===== config.mk =====
export PLATFORM = sky130hd
export DESIGN_NAME = led_blink_chase_controller_top
export DESIGN_NICKNAME = d
export VERILOG_FILES = /design/src/rtl/core/lbc_pkg.sv /design/src/rtl/core/led_blink_chase_controller_top.sv /design/src/rtl/core/lbc_in_stage.sv /design/src/rtl/core/lbc_seq_engine.sv /design/src/rtl/core/lbc_out_stage.sv
export SDC_FILE = /design/constraint.sdc
export NUM_CORES = 1
export LEC_CHECK = 0
export ABC_CLOCK_PERIOD_IN_PS = 2900
export BUFFER_PORTS_ARGS = -buffer_cell sky130_fd_sc_hd__buf_4
export CAP_MARGIN = 20
export CORE_AREA = 2 2 115 117
export CTS_CLUSTER_DIAMETER = 100
export DETAILED_ROUTE_END_ITERATION = 16
export DIE_AREA = 0 0 117 119
export PLACE_DENSITY = 0.75
export SYNTH_ARGS = -nofsm -noshare
export SYNTH_HDL_FRONTEND = slang
export SYNTH_SLANG_ARGS = --single-unit

===== constraint.sdc =====
create_clock -name i_clk -period 2.9 [get_ports i_clk]
set_input_delay 0.29 -clock i_clk [delete_from_list [all_inputs] [get_ports i_clk]]
set_output_delay 0.29 -clock i_clk [all_outputs]
set_load 0.05 [all_outputs]

===== src/rtl/core/lbc_pkg.sv =====
package lbc_pkg;

    localparam int LED_COUNT         = 4;
    localparam int LED_IDX_W         = 2;
    localparam int COUNT_W           = 8;
    localparam int STEP_W            = 10;
    localparam int TIME_FIELD_W      = 16;
    localparam int DEF_TIME_WIDTH    = 16;
    localparam int OP_W              = 4;
    localparam int S_TDATA_W         = 56;
    localparam int S_TUSER_W         = 4;
    localparam int M_TDATA_W         = 16;

    localparam logic [1:0] DIR_DOWN = 2'd0;
    localparam logic [1:0] DIR_UP   = 2'd1;

    typedef enum logic [OP_W-1:0] {
        OP_TICK     = 4'd0,
        OP_ALL_OFF  = 4'd1,
        OP_ALL_ON   = 4'd2,
        OP_LED_OFF  = 4'd3,
        OP_LED_ON   = 4'd4,
        OP_SET_PAT  = 4'd5,
        OP_READ_PAT = 4'd6,
        OP_BLINK    = 4'd7,
        OP_CHASE    = 4'd8
    } t_op;

    typedef enum logic [2:0] {
        MODE_IDLE  = 3'b001,
        MODE_BLINK = 3'b010,
        MODE_CHASE = 3'b100
    } t_mode;

    typedef struct packed {
        logic [OP_W-1:0]         operation;
        logic [LED_IDX_W-1:0]    led_index;
        logic [LED_COUNT-1:0]    pattern;
        logic [COUNT_W-1:0]      repeat_count;
        logic [TIME_FIELD_W-1:0] on_time;
        logic [TIME_FIELD_W-1:0] off_time;
        logic [1:0]              direction;
        logic [LED_IDX_W-1:0]    start_led;
    } t_cmd;

    typedef struct packed {
        logic                 error_code;
        logic                 busy_res;
        logic [LED_COUNT-1:0] read_pattern;
        logic [LED_COUNT-1:0] led_pins;
    } t_result;

    function automatic logic [LED_COUNT-1:0] pin_write(
        input logic [LED_COUNT-1:0] pins,
        input logic [LED_IDX_W-1:0] idx,
        input logic                 level
    );
        logic [LED_COUNT-1:0] res;
        res      = pins;
        res[idx] = level;
        return res;
    endfunction

endpackage


===== src/rtl/core/led_blink_chase_controller_top.sv =====
// Controller for four active-low LED pins with blink and chase sequences.
// The slave channel takes one command per transaction: tuser carries the
// operation code and tdata the arguments. Each command, including a tick,
// produces exactly one result transaction on the master channel with the
// pin levels after the command, the read-back pattern, the busy flag and
// the busy-rejection flag.
// The input register holds each command while it is evaluated against the
// sequence state, and the result is then loaded into the result register.
// Throughput is one transaction per cycle as long as the master side keeps
// tready high; the sequence engine updates its state for every command that
// moves on to the result register.
// When the master side stalls, the result register holds its data and an
// empty input register still takes one more transaction before s_tready
// drops; nothing is lost or repeated.
// Reset is synchronous and active low: all pins go high (LEDs dark), no
// sequence is running, all counters clear and both registers empty.
module led_blink_chase_controller_top #(
    parameter int TIME_WIDTH = lbc_pkg::DEF_TIME_WIDTH
) (
    input  logic                          i_clk,
    input  logic                          i_rst_n,
    input  logic                          i_s_tvalid,
    output logic                          o_s_tready,
    // led_index[1:0], pattern[5:2], repeat_count[13:6], on_time[29:14],
    // off_time[45:30], direction[47:46], start_led[49:48], zero fill above.
    input  logic [lbc_pkg::S_TDATA_W-1:0] i_s_tdata,
    // operation[3:0].
    input  logic [lbc_pkg::S_TUSER_W-1:0] i_s_tuser,
    output logic                          o_m_tvalid,
    input  logic                          i_m_tready,
    // led_pins[3:0], read_pattern[7:4], busy_res[8], error_code[9], zero fill above.
    output logic [lbc_pkg::M_TDATA_W-1:0] o_m_tdata
);

    lbc_pkg::t_cmd    in_cmd;
    lbc_pkg::t_cmd    stage_cmd;
    lbc_pkg::t_result result;
    logic             stage_valid;
    logic             out_free;
    logic             adv;

    assign in_cmd.operation    = i_s_tuser;
    assign in_cmd.led_index    = i_s_tdata[1:0];
    assign in_cmd.pattern      = i_s_tdata[5:2];
    assign in_cmd.repeat_count = i_s_tdata[13:6];
    assign in_cmd.on_time      = i_s_tdata[29:14];
    assign in_cmd.off_time     = i_s_tdata[45:30];
    assign in_cmd.direction    = i_s_tdata[47:46];
    assign in_cmd.start_led    = i_s_tdata[49:48];

    assign adv = stage_valid && out_free;

    lbc_in_stage u_in (
        .i_clk   (i_clk),
        .i_rst_n (i_rst_n),
        .i_valid (i_s_tvalid),
        .o_ready (o_s_tready),
        .i_cmd   (in_cmd),
        .i_adv   (adv),
        .o_valid (stage_valid),
        .o_cmd   (stage_cmd)
    );

    lbc_seq_engine #(
        .TIME_WIDTH (TIME_WIDTH)
    ) u_engine (
        .i_clk    (i_clk),
        .i_rst_n  (i_rst_n),
        .i_fire   (adv),
        .i_cmd    (stage_cmd),
        .o_result (result)
    );

    lbc_out_stage u_out (
        .i_clk    (i_clk),
        .i_rst_n  (i_rst_n),
        .i_load   (adv),
        .i_result (result),
        .o_free   (out_free),
        .o_valid  (o_m_tvalid),
        .i_ready  (i_m_tready),
        .o_data   (o_m_tdata)
    );

endmodule


===== src/rtl/core/lbc_in_stage.sv =====
module lbc_in_stage (
    input  logic          i_clk,
    input  logic          i_rst_n,
    input  logic          i_valid,
    output logic          o_ready,
    input  lbc_pkg::t_cmd i_cmd,
    input  logic          i_adv,
    output logic          o_valid,
    output lbc_pkg::t_cmd o_cmd
);

    logic          r_valid;
    lbc_pkg::t_cmd r_cmd;

    assign o_ready = !r_valid || i_adv;
    assign o_valid = r_valid;
    assign o_cmd   = r_cmd;

    always_ff @(posedge i_clk) begin
        if (!i_rst_n) begin
            r_valid <= 1'b0;
        end else if (o_ready) begin
            r_valid <= i_valid;
        end
    end

    always_ff @(posedge i_clk) begin
        if (i_valid && o_ready) begin
            r_cmd <= i_cmd;
        end
    end

endmodule


===== src/rtl/core/lbc_seq_engine.sv =====
module lbc_seq_engine #(
    parameter int TIME_WIDTH = lbc_pkg::DEF_TIME_WIDTH
) (
    input  logic             i_clk,
    input  logic             i_rst_n,
    input  logic             i_fire,
    input  lbc_pkg::t_cmd    i_cmd,
    output lbc_pkg::t_result o_result
);

    logic [lbc_pkg::LED_COUNT-1:0] r_pins,  n_pins;
    lbc_pkg::t_mode                r_mode,  n_mode;
    logic                          r_lit,   n_lit;
    logic [TIME_WIDTH-1:0]         r_ticks, n_ticks;
    logic [lbc_pkg::STEP_W-1:0]    r_steps, n_steps;
    logic [lbc_pkg::LED_IDX_W-1:0] r_led,   n_led;
    logic                          r_up,    n_up;
    logic [TIME_WIDTH-1:0]         r_on,    n_on;
    logic [TIME_WIDTH-1:0]         r_off,   n_off;

    logic                          busy;
    logic [TIME_WIDTH-1:0]         on_t;
    logic [TIME_WIDTH-1:0]         off_t;
    logic [lbc_pkg::STEP_W-1:0]    steps_dec;
    logic [lbc_pkg::LED_IDX_W-1:0] led_step;
    logic [lbc_pkg::LED_COUNT-1:0] rd_pat;
    logic                          err;

    assign busy  = (r_mode != lbc_pkg::MODE_IDLE);
    assign on_t  = TIME_WIDTH'(i_cmd.on_time);
    assign off_t = TIME_WIDTH'(i_cmd.off_time);

    always_comb begin
        n_pins    = r_pins;
        n_mode    = r_mode;
        n_lit     = r_lit;
        n_ticks   = r_ticks;
        n_steps   = r_steps;
        n_led     = r_led;
        n_up      = r_up;
        n_on      = r_on;
        n_off     = r_off;
        rd_pat    = '0;
        err       = 1'b0;
        steps_dec = (r_steps != '0) ? r_steps - lbc_pkg::STEP_W'(1) : r_steps;
        led_step  = r_led;
        if (r_mode == lbc_pkg::MODE_CHASE) begin
            led_step = r_up ? r_led + lbc_pkg::LED_IDX_W'(1)
                            : r_led - lbc_pkg::LED_IDX_W'(1);
        end

        if (i_cmd.operation == lbc_pkg::OP_TICK) begin
            if (busy) begin
                if (r_ticks > TIME_WIDTH'(1)) begin
                    n_ticks = r_ticks - TIME_WIDTH'(1);
                end else if (r_lit) begin
                    n_pins  = lbc_pkg::pin_write(r_pins, r_led, 1'b1);
                    n_lit   = 1'b0;
                    n_ticks = r_off;
                end else begin
                    n_steps = steps_dec;
                    if (steps_dec == '0) begin
                        n_mode  = lbc_pkg::MODE_IDLE;
                        n_ticks = '0;
                    end else begin
                        n_led   = led_step;
                        n_lit   = 1'b1;
                        n_ticks = r_on;
                        n_pins  = lbc_pkg::pin_write(r_pins, led_step, 1'b0);
                    end
                end
            end
        end else if (i_cmd.operation <= lbc_pkg::OP_CHASE && busy) begin
            err = 1'b1;
        end else begin
            unique case (i_cmd.operation)
                lbc_pkg::OP_ALL_OFF: n_pins = '1;
                lbc_pkg::OP_ALL_ON:  n_pins = '0;
                lbc_pkg::OP_LED_OFF: n_pins = lbc_pkg::pin_write(r_pins, i_cmd.led_index, 1'b1);
                lbc_pkg::OP_LED_ON:  n_pins = lbc_pkg::pin_write(r_pins, i_cmd.led_index, 1'b0);
                lbc_pkg::OP_SET_PAT: n_pins = i_cmd.pattern;
                lbc_pkg::OP_READ_PAT: rd_pat = r_pins;
                lbc_pkg::OP_BLINK: begin
                    if (i_cmd.repeat_count != '0) begin
                        n_mode  = lbc_pkg::MODE_BLINK;
                        n_led   = i_cmd.led_index;
                        n_steps = {2'b00, i_cmd.repeat_count};
                        n_on    = on_t;
                        n_off   = off_t;
                        n_lit   = 1'b1;
                        n_ticks = on_t;
                        n_pins  = lbc_pkg::pin_write(r_pins, i_cmd.led_index, 1'b0);
                    end
                end
                lbc_pkg::OP_CHASE: begin
                    if (i_cmd.repeat_count != '0 &&
                        (i_cmd.direction == lbc_pkg::DIR_DOWN ||
                         i_cmd.direction == lbc_pkg::DIR_UP)) begin
                        n_up    = i_cmd.direction[0];
                        n_mode  = lbc_pkg::MODE_CHASE;
                        n_led   = i_cmd.start_led;
                        n_steps = {i_cmd.repeat_count, 2'b00};
                        n_on    = on_t;
                        n_off   = off_t;
                        n_lit   = 1'b1;
                        n_ticks = on_t;
                        n_pins  = lbc_pkg::pin_write(r_pins, i_cmd.start_led, 1'b0);
                    end
                end
                default: ;
            endcase
        end
    end

    assign o_result.led_pins     = n_pins;
    assign o_result.read_pattern = rd_pat;
    assign o_result.busy_res     = (n_mode != lbc_pkg::MODE_IDLE);
    assign o_result.error_code   = err;

    always_ff @(posedge i_clk) begin
        if (!i_rst_n) begin
            r_pins  <= '1;
            r_mode  <= lbc_pkg::MODE_IDLE;
            r_lit   <= 1'b0;
            r_ticks <= '0;
            r_steps <= '0;
            r_led   <= '0;
            r_up    <= 1'b0;
            r_on    <= '0;
            r_off   <= '0;
        end else if (i_fire) begin
            r_pins  <= n_pins;
            r_mode  <= n_mode;
            r_lit   <= n_lit;
            r_ticks <= n_ticks;
            r_steps <= n_steps;
            r_led   <= n_led;
            r_up    <= n_up;
            r_on    <= n_on;
            r_off   <= n_off;
        end
    end

endmodule


===== src/rtl/core/lbc_out_stage.sv =====
module lbc_out_stage (
    input  logic                           i_clk,
    input  logic                           i_rst_n,
    input  logic                           i_load,
    input  lbc_pkg::t_result               i_result,
    output logic                           o_free,
    output logic                           o_valid,
    input  logic                           i_ready,
    output logic [lbc_pkg::M_TDATA_W-1:0]  o_data
);

    logic             r_valid;
    lbc_pkg::t_result r_result;

    assign o_free  = !r_valid || i_ready;
    assign o_valid = r_valid;
    assign o_data  = lbc_pkg::M_TDATA_W'(r_result);

    always_ff @(posedge i_clk) begin
        if (!i_rst_n) begin
            r_valid <= 1'b0;
        end else if (o_free) begin
            r_valid <= i_load;
        end
    end

    always_ff @(posedge i_clk) begin
        if (i_load) begin
            r_result <= i_result;
        end
    end

endmodule


==> results of run 1 <==
-- power breakdown --
part / total (W) / leakage, nW / internal, W / switching (W)
combinational: 0.000677 / 1.68 / 0.000285 / 0.000392
clock: 0.00219 / 0.281 / 0.00135 / 0.000836
sequential: 0.00212 / 1.19 / 0.00208 / 0.0000480
total: 0.00499 / 3.16 / 0.00371 / 0.00128
-- timing repair --
action                                  CTS  global route
endpoints found under the setup margin    0            20
resized for setup                         0             8
setup buffers                             0             4
-- per-layer routing --
metal  wire length (um)  vias to the layer above
li1                   -                     2846
met1               7790                     2846
met2               8310                      273
met3               1280                       30
met4                313                        0
met5                  0                        -
-- final timing paths --
path,start,endpoint,slack [ns],depth (start not counted)
worst max-delay path,u_engine.r_steps[0]$_SDFFE_PN0P_,u_out.o_data[8]$_DFFE_PP_,0.14,9
worst min-delay path,i_s_tdata[49],u_in.o_cmd[1]$_DFFE_PP_,0.04,1
worst max register to register,u_engine.r_steps[0]$_SDFFE_PN0P_,u_out.o_data[8]$_DFFE_PP_,0.14,9
worst min register to register,u_engine.r_off[8]$_SDFFE_PN0P_,u_engine.r_off[8]$_SDFFE_PN0P_,0.46,2
-- kinds of logic (layout without fill, tap and decap cells) --
kind of cell / count (synthesis) / after routing / synth area share
compound gates: 214 / 214 / 0.218
xor+xnor: 13 / 13 / 0.0167
fa+ha+maj: 4 / 4 / 0.00698
buf+inv: 75 / 176 / 0.0505
flops: 135 / 135 / 0.491
mux: 14 / 14 / 0.0213
other cells: 1 / 6 / 0.000551
simple gates: 256 / 256 / 0.195
-- worst reg2reg max path, stage by stage (launching register included) --
cell and delay (ns):
dfxtp_1 0.34, inv_1 0.13, ha_4 0.17, or3b_4 0.41, o21a_1 0.19, a211o_1 0.26
buf_4 0.16, or4_4 0.57, nor3_1 0.19, o21ai_0 0.10
-- synth_stat cells (6+ instances only) --
master	count
a211oi_1	13
a21boi_0	6
a21o_1	6
a21oi_1	58
a311oi_1	7
a31oi_1	17
and3_1	7
buf_2	7
buf_4	8
clkbuf_1	33
dfxtp_1	71
edfxtp_1	64
inv_1	17
mux2i_1	10
nand2_1	96
nand2b_1	6
nand3_1	15
nor2_1	41
nor2b_1	8
nor3_1	21
nor4_1	13
o211ai_1	7
o21ai_0	32
o22ai_1	7
or3_1	7
or4_1	6
xnor2_1	9
-- state kept, by name, indices dropped and copies added, names as in the netlist --
register and count:
u_in.o_cmd 54, u_engine.r_off 16, u_engine.r_on 16, u_engine.r_ticks 16
u_engine.r_steps 10, u_out.o_data 10, u_engine.r_pins 4, u_engine.r_mode 3
u_engine.r_led 2, u_engine.r_lit 1, u_engine.r_up 1, u_in.o_valid 1
u_out.o_valid 1
-- per-stage QoR --
stage	setup slack (ns)	instance area (um^2)	cells	power, W
2_1_floorplan	0.0494	6830	717	0.00256
3_3_place_gp	0.144	7720	958	0.00279
3_5_place_dp	0.0828	7720	958	0.00280
4_1_cts	0.0526	8320	990	0.00498
5_1_grt	0.00542	8410	994	0.00516
6_report	0.135	8410	994	0.00499
-- final cells by class --
cell class | count | share of cell area
Clock inverter | 15 | 0.0210
Tap cell | 176 | 0.0262
Clock buffer | 17 | 0.0506
Sequential cell | 135 | 0.398
Timing Repair Buffer | 126 | 0.117
Multi-Input combinational cell | 507 | 0.380
Inverter | 18 | 0.00803
==> reports/results.txt, run 1 <==
Status = complete, no violations
Antenna diodes = 0
Final hold viol count = 0
Drt wl/cell = 17.8 um
Final TNS setup = 0 ns
CP max FO = 5
H-tree depth = 4
Clock-pin slew on the worst setup and hold paths = 0.06 ns
Synth area leaders = edfxtp_1 (28%), dfxtp_1 (21%), nand2_1 (5.3%)
Cells along the critical path = inv_1, ha_4, or3b_4, o21a_1, a211o_1, buf_4, or4_4, nor3_1, o21ai_0
Worst Hold Class = in -> reg
Met2 GRT Util = 0.402
First drt pass iteration count = 7
GR Util met3 = 0.0656
Leak = 3.16 nW
PD cells = 593 mW/mm^2
Most used routing layer = met2
Minimum clock period = 2.76 ns
Yosys top cell area share = 0.282
Multi-input gate area = 0.00319 mm^2
Top_reg_cell synth = dfxtp_1
Post-synth EDFFs = 64
Vias in the first global route = 5855
CTS Buf Count = 17
Synth Register Bits = 135
Register Area = 0.00334 mm^2
Relative slew slack = 0.329
Max incr delay on CP = 0.57 ns
Finished Core Util = 0.653
WL final = 17.7 mm
Clock tree sinks = 135
Die width = 117 um
Worst setup path class = reg -> reg
Area Growth Syn to Fin = 23.5%
Met1 usage = 0.368
CTS max path bufs = 2
Kind of cell adding the most delay to the critical path = simple AND/OR/NAND/NOR gates
Cell Area, Synth = 0.00681 mm^2
Worst Setup End Kind = flip-flop
Post-synthesis sequential area ratio = 0.491
Required @ worst endpoint = 3.04 ns
Via density = 6.03
RSZ-0062 raised after global routing = false
GPL Wtd Cong = 0.947
Fin Hold WS = 0.0449 ns
Skew-Pair Late Insertion Delay = 0.42 ns
Layout Nets = 872
PortBufs = 69
Syn Inst Count = 712
Hold_buf cts = 0
All-Layer GR Usage = 0.265
Highest-count cells in the layout ignoring fill and taps = buf_4 (123), nand2_1 (96), dfxtp_1 (71)
Core ar. = 0.0129 mm^2
Cell Rows = 42
Grt ovf = 0
DR vias = 5995
Drt drc = 0
Max Slew Vio Count = 0
Ys Warns = 0
Synth async-reset ratio = 0
Fillers = 1046
Max Cap Violations = 0
DIE AREA = 0.0139 mm^2
Startpoint type of the worst setup path = flip-flop
Initial core utilization = 0.529
Root buffer cell = clkbuf_16
Fmax = 362 MHz
Worst EP arrival = 2.91 ns
Post-synth top area cell = edfxtp_1
First-pass GRT wire length = 28.6 mm
DIE HEIGHT = 119 um
Max rail drop VDD = 446 uV
Most common cell after layout, fill and taps aside = buf_4
Initial antenna violation count = 0
Share of layout cells above drive strength 1 = 0.244
DP HPWL = 12.0 mm
DRC marker count from the first detailed-route iteration = 658
Largest net degree at the start of global routing = 55
Mapped Avg Cell Area = 9.56 um^2
Layout Skew = 0.00802 ns
Post-DRT Antenna Nets = 0
TritonCTS clock tree = yes
Crit-path slowest cell = or4_4
Bufs and invs on worst path = 2
Synth cell types = 85
Final Cycle Share = 0.953
# IOs = 82
Final setup violation count = 0
Worst-margin pin slew = 1.01 ns
Note: power is estimated with default switching activity, not from simulation.
==> run 2, diff against run 1 <==
- RECOVER_POWER: not set -> 100
==> run 2 against run 1 <==
  * The run now ends with max-capacitance violations, max-slew violations left
  * First-iteration DRC count fell by 3.6%
  * Critical path depth did not move
  * Clock skew fell by 0.0011 ns
  * Final cell count did not move
  * Count of clock-buffer cells in the layout did not move
  * Sequential cell count did not move
  * Worst setup slack got worse by 0.0043 ns
  * Die area did not move
  * Global-route usage did not move
  * Worst hold slack improved by 0.021 ns
  * Largest power group unchanged
  * Highest routed layer unchanged
==> reports/results.txt, run 2 (synthesis gave the netlist of run 1 again) <==
Status = finished with violations
Failing checks = max-capacitance violations, max-slew violations
Minimum clock period = 2.77 ns (+0.00433 ns)
PD cells = 596 mW/mm^2 (+0.43%)
Finished Layout Cells = 994 (unchanged)
CP max FO = 5 (unchanged)
PortBufs = 69 (unchanged)
Final hold viol count = 0 (unchanged)
Final setup violation count = 0 (unchanged)
Antenna diodes = 0 (unchanged)
Vias in the first global route = 5855 (unchanged)
Required @ worst endpoint = 3.19 ns (+0.15 ns)
Worst EP arrival = 3.06 ns (+0.15 ns)
Cells along the critical path = inv_1, ha_4, or3b_4, o21a_1, a211o_1, o41a_1, buf_4, a311oi_1, a21o_1
GPL Wtd Cong = 0.947 (unchanged)
GR Util met3 = 0.0656 (unchanged)
Startpoint type of the worst setup path = flip-flop
Leak = 3.09 nW (-2.1%)
Kind of cell adding the most delay to the critical path = compound AO/OA/AOI/OAI gates
# IOs = 82 (unchanged)
Largest net degree at the start of global routing = 55 (unchanged)
Via density = 6.09 (+0.95%)
CTS Buf Count = 17 (unchanged)
Share of layout cells above drive strength 1 = 0.226 (-0.0183)
Cell Rows = 42 (unchanged)
Initial antenna violation count = 0 (unchanged)
First-pass GRT wire length = 28.6 mm (unchanged)
CTS max path bufs = 2 (unchanged)
WL final = 17.7 mm (-0.22%)
Worst-margin pin slew = 1.78 ns (+0.768 ns)
DP HPWL = 12.0 mm (unchanged)
Place WS = 0.0828 ns (unchanged)
Die width = 117 um (unchanged)
DIE HEIGHT = 119 um (unchanged)
Final WS setup = 0.131 ns (-0.00433 ns)
DIE AREA = 0.0139 mm^2 (unchanged)
Clock tree sinks = 135 (unchanged)
Area Growth Syn to Fin = 22.6%
Bufs and invs on worst path = 2 (unchanged)
Core ar. = 0.0129 mm^2 (unchanged)
Max FFs per register = 54 (unchanged)
Final Cycle Share = 0.955 (+0.00149)
Initial core utilization = 0.529 (unchanged)
Crit-path slowest cell = o41a_1
DRC marker count from the first detailed-route iteration = 634 (-3.6%)
H-tree depth = 4 (unchanged)
Skew-Pair Late Insertion Delay = 0.42 ns (about the same)
Register Area = 0.00334 mm^2 (unchanged)
Worst Setup End Kind = flip-flop
Fillers = 1062 (+1.5%)
Grt ovf = 0 (unchanged)
Relative slew slack = -0.185 (-0.513)
Worst setup path class = reg -> reg
Layout Nets = 872 (unchanged)
DR vias = 6052 (+0.95%)
Max Slew Vio Count = 79 (+79)
All-Layer GR Usage = 0.265 (unchanged)
Most common cell after layout, fill and taps aside = nand2_1
First drt pass iteration count = 8 (+1)
Most used routing layer = met2
Drt drc = 0 (unchanged)
Post-Place Cells = 958 (unchanged)
Max Cap Violations = 2 (+2)
Drt wl/cell = 17.8 um (-0.22%)
TritonCTS clock tree = yes
Final TNS setup = 0 ns (unchanged)
Met1 usage = 0.368 (unchanged)
Root buffer cell = clkbuf_16
Post-DRT Antenna Nets = 0 (unchanged)
Clock-pin slew on the worst setup and hold paths = 0.06 ns (about the same)
Max rail drop VDD = 446 uV (-0.16%)
Multi-input gate area = 0.00319 mm^2 (-0.27%)
Worst Hold Class = in -> reg
Highest-count cells in the layout ignoring fill and taps = nand2_1 (96), dfxtp_1 (71), edfxtp_1 (64)
Max incr delay on CP = 0.55 ns (-0.02 ns)
RSZ-0062 raised after global routing = false
Layout Skew = 0.00690 ns (-0.00112 ns)
Fmax = 361 MHz (-0.16%)
Met2 GRT Util = 0.402 (unchanged)
## run 2: layout make-up
cell class | instances | area share
multi-input cells | 507 | 0.381
inverters | 18 | 0.00809
clock inverters | 15 | 0.0211
clock buffers | 17 | 0.0509
flip-flops and latches | 135 | 0.400
repair buffers | 126 | 0.112
well taps | 176 | 0.0264
## run 2: what timing repair did
| action | in CTS | in global routing |
|---|---|---|
| endpoints found under the setup margin | 0 | 20 |
| gates resized for setup | 0 | 8 |
| hold buffers | 0 | 0 |
| setup buffers | 0 | 4 |
| endpoints found under the hold margin | 0 | 0 |
## run 2: final timing paths
| check | start | end | slack [ns] | depth (start not counted) |
|---|---|---|---|---|
| setup / recovery | u_engine.r_steps[0]$_SDFFE_PN0P_ | u_out.o_data[2]$_DFFE_PP_ | 0.13 | 9 |
| hold / removal | i_s_tdata[49] | u_in.o_cmd[1]$_DFFE_PP_ | 0.07 | 1 |
| setup reg to reg | u_engine.r_steps[0]$_SDFFE_PN0P_ | u_out.o_data[2]$_DFFE_PP_ | 0.13 | 9 |
| hold reg to reg | u_engine.r_off[8]$_SDFFE_PN0P_ | u_engine.r_off[8]$_SDFFE_PN0P_ | 0.46 | 2 |
## run 2: power by group
part           switching, W  internal (W)  leakage [nW]
sequential        0.0000483       0.00208          1.19
clock              0.000835       0.00135         0.281
combinational      0.000391      0.000272          1.62
## run 2: per-layer routing
metal  share of wire  wire length [um]
met1            0.44              7690
met4           0.018               324
met2            0.47              8310
met5               0                 0
met3           0.076              1330
## run 2: through the flow
step | utilization | area, um^2 | hold WS [ns] | power [W]
after floorplan | - | 6830 | 0.389 | 0.00256
after global placement | 0.600 | 7720 | 0.439 | 0.00279
after detailed placement | 0.600 | 7720 | 0.451 | 0.00280
after CTS | 0.647 | 8320 | 0.0346 | 0.00498
after global routing | 0.649 | 8350 | 0.0523 | 0.00515
final | 0.649 | 8350 | 0.0657 | 0.00498
